$ cat config.mk
export PLATFORM = sky130hd
export DESIGN_NAME = epoch_calendar_converter
export DESIGN_NICKNAME = d
export VERILOG_FILES = /design/src/ecc_pkg.sv /design/src/ecc_cdiv.sv /design/src/ecc_sec2date.sv /design/src/ecc_date2sec.sv /design/src/epoch_calendar_converter.sv
export SDC_FILE = /design/constraint.sdc
export NUM_CORES = 2
export LEC_CHECK = 0
export ABC_AREA = 1
export BUFFER_PORTS_ARGS = -buffer_cell sky130_fd_sc_hd__buf_2
export CAP_MARGIN = 10
export CELL_PAD_IN_SITES_DETAIL_PLACEMENT = 1
export CELL_PAD_IN_SITES_GLOBAL_PLACEMENT = 1
export CORE_AREA = 5 5 415 417
export CTS_BUF_LIST = sky130_fd_sc_hd__clkbuf_4
export DETAILED_ROUTE_END_ITERATION = 12
export DIE_AREA = 0 0 420 422
export PLACE_DENSITY = 0.75
export SYNTH_ARGS = -nofsm -noshare
export SYNTH_HDL_FRONTEND = slang
export SYNTH_SLANG_ARGS = --single-unit
export TNS_END_PERCENT = 50
$ cat constraint.sdc
create_clock -name i_clk -period 14.7 [get_ports i_clk]
set_input_delay 2.94 -clock i_clk [delete_from_list [all_inputs] [get_ports i_clk]]
set_output_delay 2.94 -clock i_clk [all_outputs]
set_load 0.005 [all_outputs]
$ cat src/ecc_pkg.sv
package ecc_pkg;

    // calendar constants
    localparam int SECS_PER_DAY  = 86400;
    localparam int SECS_PER_HOUR = 3600;
    localparam int SECS_PER_MIN  = 60;
    localparam int DAYS_PER_ERA  = 146097;
    localparam int DAYS_PER_YEAR = 365;
    localparam int YEARS_PER_ERA = 400;
    localparam int EPOCH_SHIFT   = 719468;

    // register stages inside each datapath, the output register comes on top
    localparam int DP_STAGES = 6;

    // stream widths
    localparam int S_TDATA_W = 72;
    localparam int M_TDATA_W = 72;

    // action codes
    localparam logic ACT_TO_DATE = 1'b0;
    localparam logic ACT_TO_SECS = 1'b1;

    typedef struct packed {
        logic [13:0] year;
        logic [3:0]  month;
        logic [4:0]  day;
        logic [4:0]  hour;
        logic [5:0]  minute;
        logic [5:0]  second;
    } t_date_in;

    typedef struct packed {
        logic [10:0] year;
        logic [3:0]  month;
        logic [4:0]  day;
        logic [4:0]  hour;
        logic [5:0]  minute;
        logic [5:0]  second;
    } t_date_out;

    // days from march 1 to the first of the month with march-based index mp
    function automatic logic [8:0] days_before(input logic [3:0] mp);
        logic [8:0] r;
        case (mp)
            4'd0:    r = 9'd0;
            4'd1:    r = 9'd31;
            4'd2:    r = 9'd61;
            4'd3:    r = 9'd92;
            4'd4:    r = 9'd122;
            4'd5:    r = 9'd153;
            4'd6:    r = 9'd184;
            4'd7:    r = 9'd214;
            4'd8:    r = 9'd245;
            4'd9:    r = 9'd275;
            4'd10:   r = 9'd306;
            4'd11:   r = 9'd337;
            4'd12:   r = 9'd367;
            default: r = 9'd0;
        endcase
        return r;
    endfunction

endpackage

$ cat src/ecc_cdiv.sv
// unsigned division by a constant: one multiply by a rounded-up reciprocal
module ecc_cdiv #(
    parameter int N  = 16,
    parameter int D  = 10,
    parameter int QW = 8
) (
    input  logic [N-1:0]  i_x,
    output logic [QW-1:0] o_q
);

    // shift wide enough that the rounding error never reaches the next integer
    localparam int S  = N + $clog2(D);
    localparam int PW = S + QW;
    localparam logic [PW-1:0] M = PW'(((64'd1 << S) + 64'(D) - 64'd1) / 64'(D));

    logic [PW-1:0] prod;

    assign prod = PW'(i_x) * M;
    assign o_q  = prod[PW-1:S];

endmodule

$ cat src/ecc_sec2date.sv
// epoch seconds to calendar date and time of day
module ecc_sec2date (
    input  logic              i_clk,
    input  logic              i_en,
    input  logic [30:0]       i_secs,
    output ecc_pkg::t_date_out o_date
);

    // stage 1: day count
    logic [14:0] days_q;
    logic [14:0] r1_days;
    logic [30:0] r1_secs;

    ecc_cdiv #(.N(24), .D(ecc_pkg::SECS_PER_DAY / 128), .QW(15)) u_div_day (
        .i_x (i_secs[30:7]),
        .o_q (days_q)
    );

    // stage 2: time of day, era and day of era
    localparam int ERA4_DAYS = 4 * ecc_pkg::DAYS_PER_ERA;
    localparam int ERA5_DAYS = 5 * ecc_pkg::DAYS_PER_ERA;

    logic [31:0] n_tod_full;
    logic [19:0] n_dd;
    logic        n_era5;
    logic [19:0] n_doe_full;
    logic [16:0] r2_tod;
    logic [17:0] r2_doe;
    logic        r2_era5;

    always_comb begin
        n_tod_full = 32'(r1_secs) - 32'(r1_days) * 32'(ecc_pkg::SECS_PER_DAY);
        n_dd       = 20'(r1_days) + 20'(ecc_pkg::EPOCH_SHIFT);
        // a 31-bit count of seconds only reaches era 4 or era 5
        n_era5     = (n_dd >= 20'(ERA5_DAYS));
        n_doe_full = n_dd - (n_era5 ? 20'(ERA5_DAYS) : 20'(ERA4_DAYS));
    end

    // stage 3: leap corrected day count and hour
    logic [6:0]  q1460;
    logic [4:0]  hour_q;
    logic [2:0]  n_c36524;
    logic        n_last_day;
    logic [17:0] n_ncount;
    logic [17:0] r3_n;
    logic [17:0] r3_doe;
    logic        r3_era5;
    logic [16:0] r3_tod;
    logic [4:0]  r3_hour;

    ecc_cdiv #(.N(18), .D(1460), .QW(7)) u_div_1460 (
        .i_x (r2_doe),
        .o_q (q1460)
    );

    ecc_cdiv #(.N(17), .D(ecc_pkg::SECS_PER_HOUR), .QW(5)) u_div_hour (
        .i_x (r2_tod),
        .o_q (hour_q)
    );

    always_comb begin
        n_c36524   = 3'(r2_doe >= 18'd36524) + 3'(r2_doe >= 18'd73048)
                   + 3'(r2_doe >= 18'd109572) + 3'(r2_doe >= 18'd146096);
        n_last_day = (r2_doe == 18'd146096);
        n_ncount   = r2_doe - 18'(q1460) + 18'(n_c36524) - 18'(n_last_day);
    end

    // stage 4: year of era and seconds within the hour
    logic [8:0]  yoe_q;
    logic [11:0] n_remh;
    logic [8:0]  r4_yoe;
    logic [17:0] r4_doe;
    logic        r4_era5;
    logic [4:0]  r4_hour;
    logic [11:0] r4_remh;

    ecc_cdiv #(.N(18), .D(ecc_pkg::DAYS_PER_YEAR), .QW(9)) u_div_year (
        .i_x (r3_n),
        .o_q (yoe_q)
    );

    assign n_remh = 12'(r3_tod - 17'(r3_hour) * 17'(ecc_pkg::SECS_PER_HOUR));

    // stage 5: day of year, march-based year, minute
    logic [1:0]  n_c100;
    logic [17:0] n_ybase;
    logic [8:0]  n_doy;
    logic [11:0] n_y;
    logic [5:0]  min_q;
    logic [8:0]  r5_doy;
    logic [11:0] r5_y;
    logic [4:0]  r5_hour;
    logic [5:0]  r5_min;
    logic [11:0] r5_remh;

    ecc_cdiv #(.N(12), .D(ecc_pkg::SECS_PER_MIN), .QW(6)) u_div_min (
        .i_x (r4_remh),
        .o_q (min_q)
    );

    always_comb begin
        n_c100  = 2'(r4_yoe >= 9'd100) + 2'(r4_yoe >= 9'd200) + 2'(r4_yoe >= 9'd300);
        n_ybase = 18'(r4_yoe) * 18'(ecc_pkg::DAYS_PER_YEAR) + 18'(r4_yoe[8:2]) - 18'(n_c100);
        n_doy   = 9'(r4_doe - n_ybase);
        n_y     = 12'(r4_yoe) + (r4_era5 ? 12'(5 * ecc_pkg::YEARS_PER_ERA)
                                         : 12'(4 * ecc_pkg::YEARS_PER_ERA));
    end

    // stage 6: march-based month and second
    logic [10:0] n_mp_num;
    logic [3:0]  mp_q;
    logic [8:0]  r6_doy;
    logic [3:0]  r6_mp;
    logic [11:0] r6_y;
    logic [4:0]  r6_hour;
    logic [5:0]  r6_min;
    logic [5:0]  r6_sec;

    assign n_mp_num = 11'(r5_doy) * 11'd5 + 11'd2;

    ecc_cdiv #(.N(11), .D(153), .QW(4)) u_div_mp (
        .i_x (n_mp_num),
        .o_q (mp_q)
    );

    always_ff @(posedge i_clk) begin
        if (i_en) begin
            r1_days <= days_q;
            r1_secs <= i_secs;

            r2_tod  <= n_tod_full[16:0];
            r2_doe  <= n_doe_full[17:0];
            r2_era5 <= n_era5;

            r3_n    <= n_ncount;
            r3_doe  <= r2_doe;
            r3_era5 <= r2_era5;
            r3_tod  <= r2_tod;
            r3_hour <= hour_q;

            r4_yoe  <= yoe_q;
            r4_doe  <= r3_doe;
            r4_era5 <= r3_era5;
            r4_hour <= r3_hour;
            r4_remh <= n_remh;

            r5_doy  <= n_doy;
            r5_y    <= n_y;
            r5_hour <= r4_hour;
            r5_min  <= min_q;
            r5_remh <= r4_remh;

            r6_doy  <= r5_doy;
            r6_mp   <= mp_q;
            r6_y    <= r5_y;
            r6_hour <= r5_hour;
            r6_min  <= r5_min;
            r6_sec  <= 6'(r5_remh - 12'(r5_min) * 12'(ecc_pkg::SECS_PER_MIN));
        end
    end

    // final: day of month, january and february move into the next year
    logic [8:0]  day_full;
    logic [3:0]  month;
    logic [11:0] year_full;

    always_comb begin
        day_full  = r6_doy - ecc_pkg::days_before(r6_mp) + 9'd1;
        month     = (r6_mp < 4'd10) ? r6_mp + 4'd3 : r6_mp - 4'd9;
        year_full = r6_y + 12'(month <= 4'd2);
    end

    assign o_date.year   = year_full[10:0];
    assign o_date.month  = month;
    assign o_date.day    = day_full[4:0];
    assign o_date.hour   = r6_hour;
    assign o_date.minute = r6_min;
    assign o_date.second = r6_sec;

endmodule

$ cat src/ecc_date2sec.sv
// calendar date and time of day to epoch seconds modulo 2^32
module ecc_date2sec (
    input  logic             i_clk,
    input  logic             i_en,
    input  ecc_pkg::t_date_in i_date,
    output logic [31:0]      o_total
);

    // stage 1: march-based year, era estimate, day of year, time of day
    logic        n_dec;
    logic        n_neg;
    logic [13:0] n_yp;
    logic [5:0]  q400;
    logic [3:0]  n_mp;
    logic signed [9:0] n_doy;
    logic [16:0] n_hms;

    logic [13:0] r1_yp;
    logic [5:0]  r1_q400;
    logic        r1_neg;
    logic signed [9:0] r1_doy;
    logic [16:0] r1_hms;

    always_comb begin
        n_dec = (i_date.month <= 4'd2);
        // year zero with january or february falls into the era before
        n_neg = n_dec && (i_date.year == 14'd0);
        n_yp  = i_date.year - 14'(n_dec);
        n_mp  = n_dec ? i_date.month + 4'd9 : i_date.month - 4'd3;
        n_doy = $signed({1'b0, ecc_pkg::days_before(n_mp)})
              + $signed({5'b0, i_date.day}) - 10'sd1;
        n_hms = 17'(i_date.hour) * 17'(ecc_pkg::SECS_PER_HOUR)
              + 17'(i_date.minute) * 17'(ecc_pkg::SECS_PER_MIN)
              + 17'(i_date.second);
    end

    ecc_cdiv #(.N(14), .D(ecc_pkg::YEARS_PER_ERA), .QW(6)) u_div_era (
        .i_x (n_yp),
        .o_q (q400)
    );

    // stage 2: year of era
    logic [8:0]        r2_yoe;
    logic signed [6:0] r2_era;
    logic signed [9:0] r2_doy;
    logic [16:0]       r2_hms;

    // stage 3: day of era and era offset
    logic [1:0]         n_c100;
    logic signed [18:0] n_doe;
    logic signed [18:0] r3_doe;
    logic signed [23:0] r3_era_days;
    logic [16:0]        r3_hms;

    always_comb begin
        n_c100 = 2'(r2_yoe >= 9'd100) + 2'(r2_yoe >= 9'd200) + 2'(r2_yoe >= 9'd300);
        n_doe  = $signed(19'(r2_yoe) * 19'(ecc_pkg::DAYS_PER_YEAR)
                         + 19'(r2_yoe[8:2]) - 19'(n_c100))
               + {{9{r2_doy[9]}}, r2_doy};
    end

    // stage 4..6: days since epoch, scale to seconds, add time of day
    logic signed [23:0] r4_days;
    logic [16:0]        r4_hms;
    logic [31:0]        r5_prod;
    logic [16:0]        r5_hms;
    logic [31:0]        r6_total;

    always_ff @(posedge i_clk) begin
        if (i_en) begin
            r1_yp   <= n_yp;
            r1_q400 <= q400;
            r1_neg  <= n_neg;
            r1_doy  <= n_doy;
            r1_hms  <= n_hms;

            r2_yoe  <= r1_neg ? 9'(ecc_pkg::YEARS_PER_ERA - 1)
                              : 9'(r1_yp - 14'(r1_q400) * 14'(ecc_pkg::YEARS_PER_ERA));
            r2_era  <= r1_neg ? -7'sd1 : $signed({1'b0, r1_q400});
            r2_doy  <= r1_doy;
            r2_hms  <= r1_hms;

            r3_doe      <= n_doe;
            r3_era_days <= $signed({{17{r2_era[6]}}, r2_era})
                         * $signed(24'(ecc_pkg::DAYS_PER_ERA));
            r3_hms      <= r2_hms;

            r4_days <= r3_era_days + {{5{r3_doe[18]}}, r3_doe}
                     - $signed(24'(ecc_pkg::EPOCH_SHIFT));
            r4_hms  <= r3_hms;

            r5_prod <= {{8{r4_days[23]}}, r4_days} * 32'(ecc_pkg::SECS_PER_DAY);
            r5_hms  <= r4_hms;

            r6_total <= r5_prod + 32'(r5_hms);
        end
    end

    assign o_total = r6_total;

endmodule

$ cat src/epoch_calendar_converter.sv
// path: an accepted request passes the datapath stages and then the output register to the master side
// throughput: one request per cycle; the whole pipeline moves together and
//   halts only while the output register holds a result that is not taken
// reset: i_rst_n synchronous, active low, clears the stage valid bits and the
//   output valid; datapath registers are not reset
module epoch_calendar_converter (
    input  logic                           i_clk,
    input  logic                           i_rst_n,

    input  logic                           s_axis_tvalid,
    output logic                           s_axis_tready,
    // [30:0] epoch_seconds, [44:31] in_year, [48:45] in_month, [53:49] in_day,
    // [58:54] in_hour, [64:59] in_minute, [70:65] in_second, [71] zero
    input  logic [ecc_pkg::S_TDATA_W-1:0]  s_axis_tdata,
    // [0] action
    input  logic [0:0]                     s_axis_tuser,

    output logic                           m_axis_tvalid,
    input  logic                           m_axis_tready,
    // [31:0] total_seconds, [42:32] out_year, [46:43] out_month, [51:47] out_day,
    // [56:52] out_hour, [62:57] out_minute, [68:63] out_second, [71:69] zero
    output logic [ecc_pkg::M_TDATA_W-1:0]  m_axis_tdata
);

    localparam int NST = ecc_pkg::DP_STAGES;

    // the whole pipeline advances unless a finished result is stalled
    logic w_adv;

    // stage valid and action bits travel alongside the two datapaths
    logic [NST-1:0] r_vld;
    logic [NST-1:0] r_act;

    logic                r_out_vld;
    logic                r_out_act;
    logic [31:0]         r_out_total;
    ecc_pkg::t_date_out  r_out_date;

    // request unpacking
    logic [30:0]        w_secs;
    ecc_pkg::t_date_in  w_date_in;

    assign w_secs           = s_axis_tdata[30:0];
    assign w_date_in.year   = s_axis_tdata[44:31];
    assign w_date_in.month  = s_axis_tdata[48:45];
    assign w_date_in.day    = s_axis_tdata[53:49];
    assign w_date_in.hour   = s_axis_tdata[58:54];
    assign w_date_in.minute = s_axis_tdata[64:59];
    assign w_date_in.second = s_axis_tdata[70:65];

    assign w_adv         = !r_out_vld || m_axis_tready;
    assign s_axis_tready = w_adv;

    // both conversions run on every request; the action picks the result
    ecc_pkg::t_date_out w_date_out;
    logic [31:0]        w_total;

    ecc_sec2date u_sec2date (
        .i_clk  (i_clk),
        .i_en   (w_adv),
        .i_secs (w_secs),
        .o_date (w_date_out)
    );

    ecc_date2sec u_date2sec (
        .i_clk   (i_clk),
        .i_en    (w_adv),
        .i_date  (w_date_in),
        .o_total (w_total)
    );

    // valid bits, reset only on control
    always_ff @(posedge i_clk) begin
        if (!i_rst_n) begin
            r_vld     <= '0;
            r_out_vld <= 1'b0;
        end else if (w_adv) begin
            r_vld     <= {r_vld[NST-2:0], s_axis_tvalid};
            r_out_vld <= r_vld[NST-1];
        end
    end

    // action tags and output register, unused result fields forced to zero
    always_ff @(posedge i_clk) begin
        if (w_adv) begin
            r_act     <= {r_act[NST-2:0], s_axis_tuser[0]};
            r_out_act <= r_act[NST-1];
            if (r_act[NST-1] == ecc_pkg::ACT_TO_SECS) begin
                r_out_total <= w_total;
                r_out_date  <= '0;
            end else begin
                r_out_total <= '0;
                r_out_date  <= w_date_out;
            end
        end
    end

    assign m_axis_tvalid = r_out_vld;
    assign m_axis_tdata  = {3'b000, r_out_date.second, r_out_date.minute, r_out_date.hour,
                            r_out_date.day, r_out_date.month, r_out_date.year, r_out_total};

`ifndef SYNTHESIS
    // a stalled result must block new requests
    a_stall_blocks_input: assert property (@(posedge i_clk) disable iff (!i_rst_n)
        m_axis_tvalid && !m_axis_tready |-> !s_axis_tready)
        else $error("request taken while result stalled");

    // an accepted request enters the first stage
    a_entry_tracks_accept: assert property (@(posedge i_clk) disable iff (!i_rst_n)
        $past(i_rst_n) && $past(w_adv) |-> r_vld[0] == $past(s_axis_tvalid))
        else $error("first stage valid does not follow the request handshake");

    // date results carry no seconds count
    a_date_zero_total: assert property (@(posedge i_clk) disable iff (!i_rst_n)
        m_axis_tvalid && r_out_act == ecc_pkg::ACT_TO_DATE |-> r_out_total == '0)
        else $error("seconds field not zero on date result");

    // seconds results carry no date
    a_secs_zero_date: assert property (@(posedge i_clk) disable iff (!i_rst_n)
        m_axis_tvalid && r_out_act == ecc_pkg::ACT_TO_SECS |-> r_out_date == '0)
        else $error("date fields not zero on seconds result");

    // a converted date always has a real month
    a_month_range: assert property (@(posedge i_clk) disable iff (!i_rst_n)
        m_axis_tvalid && r_out_act == ecc_pkg::ACT_TO_DATE
            |-> r_out_date.month >= 4'd1 && r_out_date.month <= 4'd12)
        else $error("month out of range on date result");
`endif

endmodule
==> reports/metrics.cfg <==
[status]
outcome = completed

[drt]
drc = 0
wl_per_cell_um = 17.6
dr_total_vias = 49200
drtAntennaViolNets = 0
drt_first_pass_iters = 7
drt-total-wl_um = 172000
drt_iter0_drc = 1706
vias_per_cell = 5.03

[synthesis]
synth_largest_area_cell = ha_1
netlist_instances = 7143
ys_seq_area_frac = 0.243
ys_ff_latch = 571
syn_area_per_cell_um2 = 9.82
synth_area_mm2 = 0.0701
synth.area.top_cells = ha_1, edfxtp_1, fa_1, inv_1, nand2_1
synth_flop_cell = edfxtp_1
ys_warn_count = 0
yosysUniqueCellTypes = 61
synth_edf_count = 559
synth-async-reset-ratio = 0
synth_top_area_frac = 0.262

[floorplanning]
core_area_mm2 = 0.168
die_y_um = 422
start_util = 0.417
die_area_mm2 = 0.177
die_x_um = 420
rows = 151
io_pins = 151

[clock_network]
cts-hold-fix-buffers = 0
cts_root_buf = clkbuf_4
clk_latency_ns = 1.16
cts_buffers = 158
clockBufferDepth = 3
cts.clk_slew.worst_paths_ns = 0.07
post_cts_buffers = 0
cts_tree = done
htreeDepth = 4
clock_sink_count = 571
ctsResizeCount = 0

[critical_path]
worstSetupPathType = flop to flop
slowest_delay_ns = 0.90
crit_required_ns = 15.55
reg2regPathDepth = 31
crit_path_top_delay_cell = edfxtp_1
arrival_ns = 9.52
worstPathMaxFanout = 11
critPathLaunchType = flop
cp-end-kind = flop

[cells_and_area]
syn_to_final_growth_pct = 8.06
num-nets-final = 9734
drive_above_1_share = 0.0615
fillers = 19300

[grt]
overflow = 0
first_global_vias = 56100
grt_max_degree = 79
grt_pass1_wl_um = 285000
antenna_found_initial = 5
track_usage = 0.199

[timing]
fin_setup_tns_ns = 0
finalCritPeriodShare = 0.589
slew-limit-headroom = 0.260
grt_setup_unrepaired = no
tightest_slew_ns = 1.10
setup_viol = 0
finalMaxSlewViolations = 0
finalHoldViolCount = 0
period_needed_ns = 8.66
skew_ns = 0.0668
fmax_ghz = 0.115

[min_path]
holdPathStages = 0
hp-class = flop to flop

[run]
max-cap-violations = 0

[place]
hpwl_um = 147000
io_buffer_count = 146
place.gp.congestion = 0.898

[critical path: cells and delay by family (launching register included)]
family | cells | cell delay, ns
DFF | 1 | 0.90
buffers and inverters | 8 | 0.75
adders and majority gates | 10 | 4.71
AOI/OAI and AO/OA | 5 | 1.01
and+or+nand+nor | 6 | 0.54
xor gates and xnor gates | 2 | 0.44
[synth_stat cells (all sizes together), types with 12 or more instances]
master and n:
nand3 181, fa 728, o21ai 229, nor3 60
nor4 21, a31oi 29, o211ai 13, nand2 822
a21oi 384, o21bai 31, nor2 353, nand4 58
xor2 200, edfxtp 559, a211oi 12, o21a 14
dfxtp 12, inv 1740, xnor2 103, a21o 34
ha 1470, or2 16
[metal layers]
layer,up-vias,part of all wire,wire length (um),track usage
met3,349,0.029,4940,0.0268
met1,24400,0.42,72100,0.238
li1,23800,-,-,-
met4,4,0.037,6330,0.0727
met5,-,0.00014,24,0
met2,683,0.52,88500,0.365
[cell usage in the layout (no fill, tap or decap), types with 13 or more instances in the layout]
| cell type | n |
|---|---|
| a21o_1 | 34 |
| a21oi_1 | 379 |
| a31oi_1 | 28 |
| buf_2 | 146 |
| buf_4 | 22 |
| clkbuf_4 | 210 |
| clkinv_1 | 31 |
| edfxtp_1 | 559 |
| fa_1 | 728 |
| ha_1 | 1470 |
| inv_1 | 1736 |
| nand2_1 | 807 |
| nand2_2 | 13 |
| nand3_1 | 178 |
| nand4_1 | 58 |
| nor2_1 | 349 |
| nor3_1 | 58 |
| nor4_1 | 21 |
| o211ai_1 | 13 |
| o21a_1 | 14 |
| o21ai_0 | 211 |
| o21bai_1 | 30 |
| xnor2_1 | 103 |
| xor2_1 | 200 |
[registers in the layout, indices dropped and copies added, names as in the netlist, 18 cells and up, named ones only]
name,count
m_axis_tdata,37
u_sec2date.r2_doe,18
u_date2sec.o_total,32
u_date2sec.r3_era_days,24
u_date2sec.r5_prod,25
r_out_total,32
u_date2sec.r4_days,24
u_sec2date.r3_n,18
u_date2sec.r3_doe,19
[final cells by class]
type	instances	area [um^2]	share of cell area
diodes	9	22.5	0.000297
clock buffers	210	1580	0.0208
clock inverters	58	438	0.00578
inverters	1740	6540	0.0863
multi-input cells	4820	46500	0.614
flip-flops and latches	571	17000	0.225
well taps	2218	2780	0.0366
repair buffers	168	896	0.0118
[cell families (layout without fill, tap and decap cells)]
family	count (synthesis)	after routing	synth area share
adder cells (fa/ha/maj)	2198	2198	0.470
buffers and inverters	1754	2176	0.0942
AND/OR/NAND/NOR	1537	1537	0.0925
AO/OA/AOI/OAI	779	779	0.0626
flip-flops	571	571	0.243
XOR/XNOR	303	303	0.0378
other	1	12	0.0000535
[final timing paths]
| check | from | endpoint | slack (ns) |
|---|---|---|---|
| hold reg to reg | u_date2sec.r4_hms[12]$_DFFE_PN_ | u_date2sec.r5_hms[12]$_DFFE_PN_ | 0.38 |
| setup / recovery | u_sec2date.r2_doe[4]$_DFFE_PN_ | u_sec2date.r3_n[12]$_DFFE_PN_ | 6.04 |
| hold / removal | u_date2sec.r4_hms[12]$_DFFE_PN_ | u_date2sec.r5_hms[12]$_DFFE_PN_ | 0.38 |
| setup reg to reg | u_sec2date.r2_doe[4]$_DFFE_PN_ | u_sec2date.r3_n[12]$_DFFE_PN_ | 6.04 |
[through the flow]
step	hold slack [ns]	std cells	worst slack [ns]	cell area, um^2	utilization
after floorplan	0.400	7145	2.03	70100	-
after global placement	0.401	9517	5.32	73700	0.438
after detailed placement	0.405	9517	5.12	73700	0.438
after CTS	0.362	9785	6.03	75800	0.450
after global routing	0.392	9794	5.59	75800	0.450
final	0.375	9794	6.04	75800	0.450
Power is left out: the tool's default activity adds up to more than one toggle a clock period on the data nets, which glitch-free logic cannot reach.
